File: src/rtl/avm_pkg.sv
// Shared types, field widths and codes for the averaged voltmeter display.
`timescale 1ns / 1ps

package avm_pkg;

  localparam int SAMPLE_W  = 10;
  localparam int READING_W = 6;
  localparam int ENABLE_W  = 2;
  localparam int SEG_W     = 7;

  // item kinds
  localparam logic FUNC_SAMPLE = 1'b0;
  localparam logic FUNC_TICK   = 1'b1;

  // digit enable codes
  localparam logic [ENABLE_W-1:0] EN_NONE = 2'd0;
  localparam logic [ENABLE_W-1:0] EN_LOW  = 2'd1;
  localparam logic [ENABLE_W-1:0] EN_HIGH = 2'd2;

  // one input word
  typedef struct packed {
    logic                func;
    logic [SAMPLE_W-1:0] sample;
  } item_t;

  // word handed from the input register to the state logic
  typedef struct packed {
    logic  take;
    item_t item;
  } step_t;

endpackage

File: src/rtl/avm_accum.sv
// Sample accumulator and mean-to-tenths-of-a-volt conversion.
`timescale 1ns / 1ps

module avm_accum #(
  parameter int SAMPLES_PER_READING = 8
) (
  input  logic                          clk,
  input  logic                          rst,
  input  avm_pkg::step_t                step,
  output logic [avm_pkg::READING_W-1:0] reading
);
  import avm_pkg::*;

  localparam int N     = SAMPLES_PER_READING;
  localparam int LOG_N = $clog2(N);
  localparam int SUM_W = SAMPLE_W + LOG_N;
  localparam int CNT_W = (N > 1) ? LOG_N : 1;
  // reciprocal is exact for every sum below 2**SUM_W
  localparam int SHIFT = SUM_W + LOG_N;
  localparam int PROD_W = SUM_W + SHIFT + 1;
  localparam logic [SHIFT:0] RECIP = (SHIFT + 1)'(((1 << SHIFT) + N - 1) / N);
  localparam logic [CNT_W-1:0] LAST = CNT_W'(N - 1);

  logic [SUM_W-1:0]     sample_sum;
  logic [CNT_W-1:0]     sample_count;
  logic [READING_W-1:0] stored_reading;

  logic [SUM_W-1:0]     sum_add;
  logic [PROD_W-1:0]    prod;
  logic [SAMPLE_W-1:0]  mean;
  logic [15:0]          scaled;
  logic [5:0]           q0;
  logic [10:0]          rem;
  logic [READING_W-1:0] reading_next;
  logic                 group_done;
  logic                 take_sample;

  assign take_sample = step.take && (step.item.func == FUNC_SAMPLE);
  assign sum_add     = sample_sum + SUM_W'(step.item.sample);
  assign group_done  = (sample_count == LAST);

  // mean = sum / N by reciprocal
  assign prod = PROD_W'(sum_add) * PROD_W'(RECIP);
  assign mean = prod[SHIFT +: SAMPLE_W];

  // (mean*33 + 511) / 1023: estimate by >>10, then one correction
  assign scaled = {1'b0, mean, 5'b0} + {6'b0, mean} + 16'd511;
  assign q0     = scaled[15:10];
  assign rem    = {1'b0, scaled[9:0]} + {5'b0, q0};
  assign reading_next = (rem >= 11'd1023) ? (q0 + 6'd1) : q0;

  always_ff @(posedge clk) begin
    if (rst) begin
      sample_sum     <= '0;
      sample_count   <= '0;
      stored_reading <= '0;
    end else if (take_sample) begin
      if (group_done) begin
        sample_sum     <= '0;
        sample_count   <= '0;
        stored_reading <= reading_next;
      end else begin
        sample_sum   <= sum_add;
        sample_count <= sample_count + CNT_W'(1);
      end
    end
  end

  assign reading = stored_reading;

endmodule

File: src/rtl/avm_display.sv
// Digit split, seven-segment coding and digit multiplexing.
`timescale 1ns / 1ps

module avm_display (
  input  logic                          clk,
  input  logic                          rst,
  input  avm_pkg::step_t                step,
  input  logic [avm_pkg::READING_W-1:0] reading,
  output logic [avm_pkg::ENABLE_W-1:0]  digit_enable,
  output logic [avm_pkg::SEG_W-1:0]     segments
);
  import avm_pkg::*;

  function automatic logic [SEG_W-1:0] seg_code(input logic [3:0] d);
    logic [SEG_W-1:0] c;
    case (d)
      4'd0:    c = 7'h3F;
      4'd1:    c = 7'h06;
      4'd2:    c = 7'h5B;
      4'd3:    c = 7'h4F;
      4'd4:    c = 7'h66;
      4'd5:    c = 7'h6D;
      4'd6:    c = 7'h7D;
      4'd7:    c = 7'h07;
      4'd8:    c = 7'h7F;
      4'd9:    c = 7'h6F;
      default: c = 7'h00;
    endcase
    return c;
  endfunction

  logic                 high_digit_next;
  logic [ENABLE_W-1:0]  drive_enable;
  logic [SEG_W-1:0]     drive_segments;

  logic [3:0]           hi;
  logic [READING_W-1:0] lo_full;
  logic [3:0]           lo;
  logic                 take_tick;

  assign take_tick = step.take && (step.item.func == FUNC_TICK);

  // tens digit by compare chain; reading is below 64
  always_comb begin
    if      (reading >= 6'd60) hi = 4'd6;
    else if (reading >= 6'd50) hi = 4'd5;
    else if (reading >= 6'd40) hi = 4'd4;
    else if (reading >= 6'd30) hi = 4'd3;
    else if (reading >= 6'd20) hi = 4'd2;
    else if (reading >= 6'd10) hi = 4'd1;
    else                       hi = 4'd0;
  end

  assign lo_full = reading - READING_W'({hi, 3'b0} + {2'b0, hi, 1'b0});
  assign lo      = lo_full[3:0];

  always_ff @(posedge clk) begin
    if (rst) begin
      high_digit_next <= 1'b0;
      drive_enable    <= EN_NONE;
      drive_segments  <= '0;
    end else if (take_tick) begin
      high_digit_next <= !high_digit_next;
      if (high_digit_next) begin
        drive_enable   <= EN_HIGH;
        drive_segments <= seg_code(hi);
      end else begin
        drive_enable   <= EN_LOW;
        drive_segments <= seg_code(lo);
      end
    end
  end

  assign digit_enable = drive_enable;
  assign segments     = drive_segments;

endmodule

File: src/rtl/averaged_voltmeter_display_mux.sv
// Top level of the averaged voltmeter with multiplexed two-digit display.
//
//   channel | direction | handshake                  | word
//   item    | in        | item_valid / item_stall    | func, sample
//   result  | out       | result_valid / result_stall| digit_enable, segments, reading
//
// Every accepted item gives one result word: it is held in the input
// register, then passes through the accumulator or display logic into
// the state registers, which double as the result register.
// One item per cycle is sustained while results are not stalled; the longest
// path is the reciprocal multiply and the /1023 correction in the accumulator.
// rst is synchronous: it empties both stages and clears the sum, count,
// reading and display drive. A stalled result holds the state and stalls
// the input only once the input register is also full.
`timescale 1ns / 1ps

module averaged_voltmeter_display_mux #(
  parameter int SAMPLES_PER_READING = 8
) (
  input  logic                          clk,
  input  logic                          rst,
  input  logic                          item_valid,
  output logic                          item_stall,
  input  logic                          func,
  input  logic [avm_pkg::SAMPLE_W-1:0]  sample,
  output logic                          result_valid,
  input  logic                          result_stall,
  output logic [avm_pkg::ENABLE_W-1:0]  digit_enable,
  output logic [avm_pkg::SEG_W-1:0]     segments,
  output logic [avm_pkg::READING_W-1:0] reading
);
  import avm_pkg::*;

  // input register
  logic  in_full;
  item_t in_item;

  logic  advance;
  step_t step;

  // move the held word into the state when the result slot is free
  assign advance    = in_full && !(result_valid && result_stall);
  assign item_stall = in_full && result_valid && result_stall;

  always_ff @(posedge clk) begin
    if (rst) begin
      in_full <= 1'b0;
    end else if (!item_stall) begin
      in_full <= item_valid;
    end
  end

  // payload, no reset
  always_ff @(posedge clk) begin
    if (!item_stall) begin
      in_item.func   <= func;
      in_item.sample <= sample;
    end
  end

  always_ff @(posedge clk) begin
    if (rst) begin
      result_valid <= 1'b0;
    end else if (advance) begin
      result_valid <= 1'b1;
    end else if (!result_stall) begin
      result_valid <= 1'b0;
    end
  end

  assign step.take = advance;
  assign step.item = in_item;

  avm_accum #(
    .SAMPLES_PER_READING(SAMPLES_PER_READING)
  ) u_accum (
    .clk    (clk),
    .rst    (rst),
    .step   (step),
    .reading(reading)
  );

  avm_display u_display (
    .clk         (clk),
    .rst         (rst),
    .step        (step),
    .reading     (reading),
    .digit_enable(digit_enable),
    .segments    (segments)
  );

endmodule

File: config.mk
export PLATFORM = sky130hd
export DESIGN_NAME = averaged_voltmeter_display_mux
export DESIGN_NICKNAME = d
export VERILOG_FILES = /design/src/rtl/avm_pkg.sv /design/src/rtl/avm_accum.sv /design/src/rtl/avm_display.sv /design/src/rtl/averaged_voltmeter_display_mux.sv
export SDC_FILE = /design/constraint.sdc
export NUM_CORES = 1
export LEC_CHECK = 0
export BUFFER_PORTS_ARGS = -buffer_cell sky130_fd_sc_hd__buf_2
export CAP_MARGIN = 20
export CORE_ASPECT_RATIO = 0.8
export CORE_MARGIN = 3
export CORE_UTILIZATION = 55
export CTS_BUF_LIST = sky130_fd_sc_hd__clkbuf_2 sky130_fd_sc_hd__clkbuf_4 sky130_fd_sc_hd__clkbuf_8
export DETAILED_ROUTE_END_ITERATION = 8
export PLACE_DENSITY = 0.84
export SYNTH_ARGS = -nofsm -noshare
export SYNTH_HDL_FRONTEND = slang
export SYNTH_SLANG_ARGS = --single-unit
File: constraint.sdc
create_clock -name clk -period 18.1 [get_ports clk]
set_input_delay 2.715 -clock clk [delete_from_list [all_inputs] [get_ports clk]]
set_output_delay 2.715 -clock clk [all_outputs]
set_load 0.05 [all_outputs]
==> results.md <==
- The flow ran to the end, and the final reports show no timing, DRC or antenna violations.
- The via density per instance is 6.04.
- In this run the standard cell core region covers between 6000 and 7000 um^2.
- Cells with a size suffix above 1 make up 12.1% of the layout.
- Along the worst path, the maximum fanout reaches 6.
- The share of the cycle needed by the critical path after routing is 40.4%.
- The routed via count is roughly 3400.
- In this run, the clock network consumes 20.0% of the power.
- Summed over all cells, the static leakage comes to 1.80 nW.
- The initial cell density of the core is 58.1%.
- The async set or reset register ratio after synthesis is 0%.
- The transition time of the tightest slew-check pin is 0.713 ns.
- The share of total power dissipated in sequential elements is 33.3%.
- The count of yosys warnings during synthesis is 0.
- The register bit total from synthesis is 44.
- The peak clock frequency supported by timing is between 0.1 and 0.15 GHz.
- Buffers added to address setup during post-CTS repair amount to 0.
- Headroom to the max-slew limit came out at ~52%.
- The first global-routing pass estimated between 10000 and 15000 um of wire.
- The number of primary I/O pins is 32.
- STA puts the critical path data arrival time at between 7 and 8 ns.
- Synthesis instantiated 62 different standard cells from the library.
- After detailed routing, the average wire length per cell comes to 15.2 um.
- The clock net in this run drives a total of 44 sinks.
- Clock-pin slew was measured on the worst setup and hold paths at roughly 0.08 ns.
- Setup repair after global routing left no endpoint under its margin.
- The internal power of the cells totals 0.190 mW.
- The hold buffer count at CTS is 0.
- 0 antenna diodes ended up in the layout.
- Combinational logic burns between 40% and 50% of the power.
- The worst-case IR drop observed on VDD is 0.0000506 V.
- STA classifies the critical path endpoint as a flip-flop.
- Counting flops with a built-in enable in the synthesized netlist gives 11.
- In this run the vertical extent of the chip is 80.5 um.
- The clock tree from TritonCTS is built.
- The most common flop cell mapped by yosys is sky130_fd_sc_hd__dfxtp_1.
- The instance count of the mapped netlist is 457.
- For this run, the total global-route usage over all layers was measured as 22.5%.
- For the final database, setup skew stands at 0.00694 ns.
- The signed area change from the synthesized netlist to the final layout is 7.63%.
- The number of iterations in the first detailed-routing pass is 5.
- The type of the setup path with the least slack is flip-flop to flip-flop.
- The floorplan step defined a die boundary enclosing 7980 um^2.
- The final weighted congestion of routability-driven global placement is between 0.9 and 1.
- Summing every instance area after synthesis gives between 3000 and 4000 um^2.
- TritonCTS created 5 clock buffers.
- At the placement stage, the worst setup path has a slack of 11.00 ns.
- The sequential area share after synthesis is 26.0%.
- The final number of max-transition violations came to 0.
- Setup total negative slack on the finished layout was measured at 0 ns.
- The post-detailed-route count of antenna-violating nets is 0.
- The chip width is approximately 99 um.
- The number of core rows is 26.
- The number of global-route vias before repair is 3304.
- The power per cell area is 78.1 nW/um^2.
- The final layout contains 546 nets.
- The number of H-tree levels is 2.
- The synthesized area divided by synthesized cell count is 8.36 um^2.
- Once the clock tree was built, the resizer swapped 0 gates to a different size.
- The worst setup path is launched from a flip-flop.
- Counting every net in the synthesized netlist gives 523.
- Summed over all nets, the switching power comes to 0.131 mW.
- Entering global routing, the biggest net connects 33 pins.
- The maximum clock insertion buffer count is 2.
- The detailed router finished its first iteration with 212 violations.
- The later pin in the worst-skew pair is clocked with a latency of 0.31 ns.
- The worst path needs 7.31 ns of the cycle, external delays included.
- The initial antenna violation count is 0.
- The detailed placer's ending HPWL is between 6000 and 7000 um.
- The number of hold violations in the final report is 0.
- The wire length reported by the detailed router is 8600 um.
- The proportion of total power due to net switching is approximately two fifths.
- Summed over all layers, the global routing overflow is 0.
- Setup violations remaining at the end of the flow were counted as 0.
- Buffers placed on the I/O ports in this run total 31.
- STA puts the critical path data required time at 18.30 ns.
- Across the run, the number of max-cap violations was 0.
- For this run, design rule violations remaining after detail routing come to 0.
- The class of the most critical hold timing path is flip-flop to flip-flop.
- Once routing completed, OpenROAD measured the worst setup slack at around 11 ns.
- Clock tree synthesis selected as its root buffer the cell sky130_fd_sc_hd__clkbuf_8.
## cells by family after synthesis
| family | Yosys count | share of synthesized area, % |
|---|---|---|
| mux | 5 | 1.31 |
| flops | 44 | 26.0 |
| xor+xnor | 36 | 9.04 |
| buf+inv | 44 | 4.46 |
| compound gates | 133 | 23.5 |
| fa+ha+maj | 51 | 17.1 |
| simple gates | 144 | 18.6 |
## cell usage after synthesis, types with 12 or more instances
cell	n	area, um^2
sky130_fd_sc_hd__a211oi_1	15	113
sky130_fd_sc_hd__a21oi_1	43	215
sky130_fd_sc_hd__clkbuf_1	12	45.0
sky130_fd_sc_hd__dfxtp_1	33	661
sky130_fd_sc_hd__ha_1	49	613
sky130_fd_sc_hd__inv_1	29	109
sky130_fd_sc_hd__nand2_1	37	139
sky130_fd_sc_hd__nor2_1	41	154
sky130_fd_sc_hd__nor3_1	14	70.1
sky130_fd_sc_hd__o21ai_0	23	115
sky130_fd_sc_hd__xnor2_1	20	175
sky130_fd_sc_hd__xor2_1	13	114
## layout make-up
type	count	area, um^2
multi-input combinational	369	2660
fill	567	2460
sequential	44	991
timing repair buffer	31	155
inverter	29	109
tap	84	105
clock buffer	6	76.3
clock inverter	2	16.3
## critical path: stages, from the launching register on
cell and delay (ns):
sky130_fd_sc_hd__edfxtp_1 0.38, sky130_fd_sc_hd__ha_1 0.23, sky130_fd_sc_hd__fa_1 0.40, sky130_fd_sc_hd__a21o_1 0.22
sky130_fd_sc_hd__a31oi_1 0.25, sky130_fd_sc_hd__o211a_1 0.25, sky130_fd_sc_hd__nor2_2 0.08, sky130_fd_sc_hd__xnor2_1 0.31
sky130_fd_sc_hd__ha_1 0.19, sky130_fd_sc_hd__inv_1 0.06, sky130_fd_sc_hd__ha_1 0.31, sky130_fd_sc_hd__o21ai_0 0.14
sky130_fd_sc_hd__o21ai_0 0.27, sky130_fd_sc_hd__a31oi_1 0.15, sky130_fd_sc_hd__or4_4 0.56, sky130_fd_sc_hd__xnor2_1 0.35
sky130_fd_sc_hd__inv_1 0.15, sky130_fd_sc_hd__ha_1 0.40, sky130_fd_sc_hd__a21oi_1 0.16, sky130_fd_sc_hd__nor2b_1 0.06
sky130_fd_sc_hd__nor4_1 0.62, sky130_fd_sc_hd__and2b_1 0.30, sky130_fd_sc_hd__a22o_1 0.25, sky130_fd_sc_hd__nor3_1 0.45
sky130_fd_sc_hd__o41ai_4 0.16, sky130_fd_sc_hd__and4b_1 0.24, sky130_fd_sc_hd__a311o_1 0.27
## path summary, 6_finish.rpt
path | start | to | slack (ns) | cells past startpoint
setup / recovery | in_item[0] | u_accum.reading[4] | 10.79 | 26
hold reg to reg | u_accum.sample_sum[0] | u_accum.sample_sum[0] | 0.46 | 2
setup reg to reg | in_item[0] | u_accum.reading[4] | 10.79 | 26
hold / removal | u_accum.sample_sum[0] | u_accum.sample_sum[0] | 0.46 | 2
## metal layers
layer / up-vias / GRT usage, % / share of wire (%)
li1: 1695 / - / -
met1: 1576 / 31.1 / 49
met2: 123 / 36.0 / 44
met3: 18 / 3.99 / 5.7
met4: 0 / 6.41 / 1.2
met5: - / 0 / 0
## power by group through the flow
stage,Sequential (mW),Combinational (mW),Clock (mW)
2_1_floorplan,0.111,0.115,0
6_report,0.107,0.150,0.0642
4_1_cts,0.107,0.147,0.0659
5_1_grt,0.107,0.165,0.0702
3_5_place_dp,0.109,0.146,0
3_3_place_gp,0.109,0.141,0
## placed cells by master, fill, tap and decap left out, types with 3 or more instances in the layout
cell type and n:
sky130_fd_sc_hd__a31oi_1 8, sky130_fd_sc_hd__mux2i_1 5, sky130_fd_sc_hd__xnor2_1 20, sky130_fd_sc_hd__edfxtp_1 11
sky130_fd_sc_hd__a221oi_1 5, sky130_fd_sc_hd__nor2_1 41, sky130_fd_sc_hd__a22oi_1 6, sky130_fd_sc_hd__a21o_1 7
sky130_fd_sc_hd__nand2_1 37, sky130_fd_sc_hd__nand2b_1 5, sky130_fd_sc_hd__nor3_1 14, sky130_fd_sc_hd__buf_2 31
sky130_fd_sc_hd__nand3b_1 3, sky130_fd_sc_hd__inv_1 29, sky130_fd_sc_hd__a211oi_1 15, sky130_fd_sc_hd__nor4_1 5
sky130_fd_sc_hd__xor2_1 13, sky130_fd_sc_hd__nor3b_1 5, sky130_fd_sc_hd__a21oi_1 43, sky130_fd_sc_hd__o21a_1 4
sky130_fd_sc_hd__dfxtp_1 33, sky130_fd_sc_hd__clkbuf_8 5, sky130_fd_sc_hd__nand3_1 11, sky130_fd_sc_hd__and2_1 5
sky130_fd_sc_hd__o21ai_0 23, sky130_fd_sc_hd__ha_1 49
## state kept, by name, summed over array words and instances (netlist names)
name / count
u_accum.sample_sum: 13
in_item: 11
u_display.segments: 7
u_accum.reading: 6
u_accum.sample_count: 3
u_display.digit_enable: 2
in_full: 1
result_valid: 1
## through the flow
step / hold WS (ns) / cells / cell area, um^2 / util (%) / total power [mW]
final: 0.464 / 565 / 4110 / 62.5 / 0.321
after global routing: 0.506 / 565 / 4110 / 62.5 / 0.343
after floorplan: 0.436 / 457 / 3820 / - / 0.226
after CTS: 0.465 / 565 / 4110 / 62.5 / 0.320
after detailed placement: 0.452 / 557 / 4020 / 61.1 / 0.255
after global placement: 0.445 / 557 / 4020 / 61.1 / 0.250
Note: power is estimated with default switching activity, not from simulation.
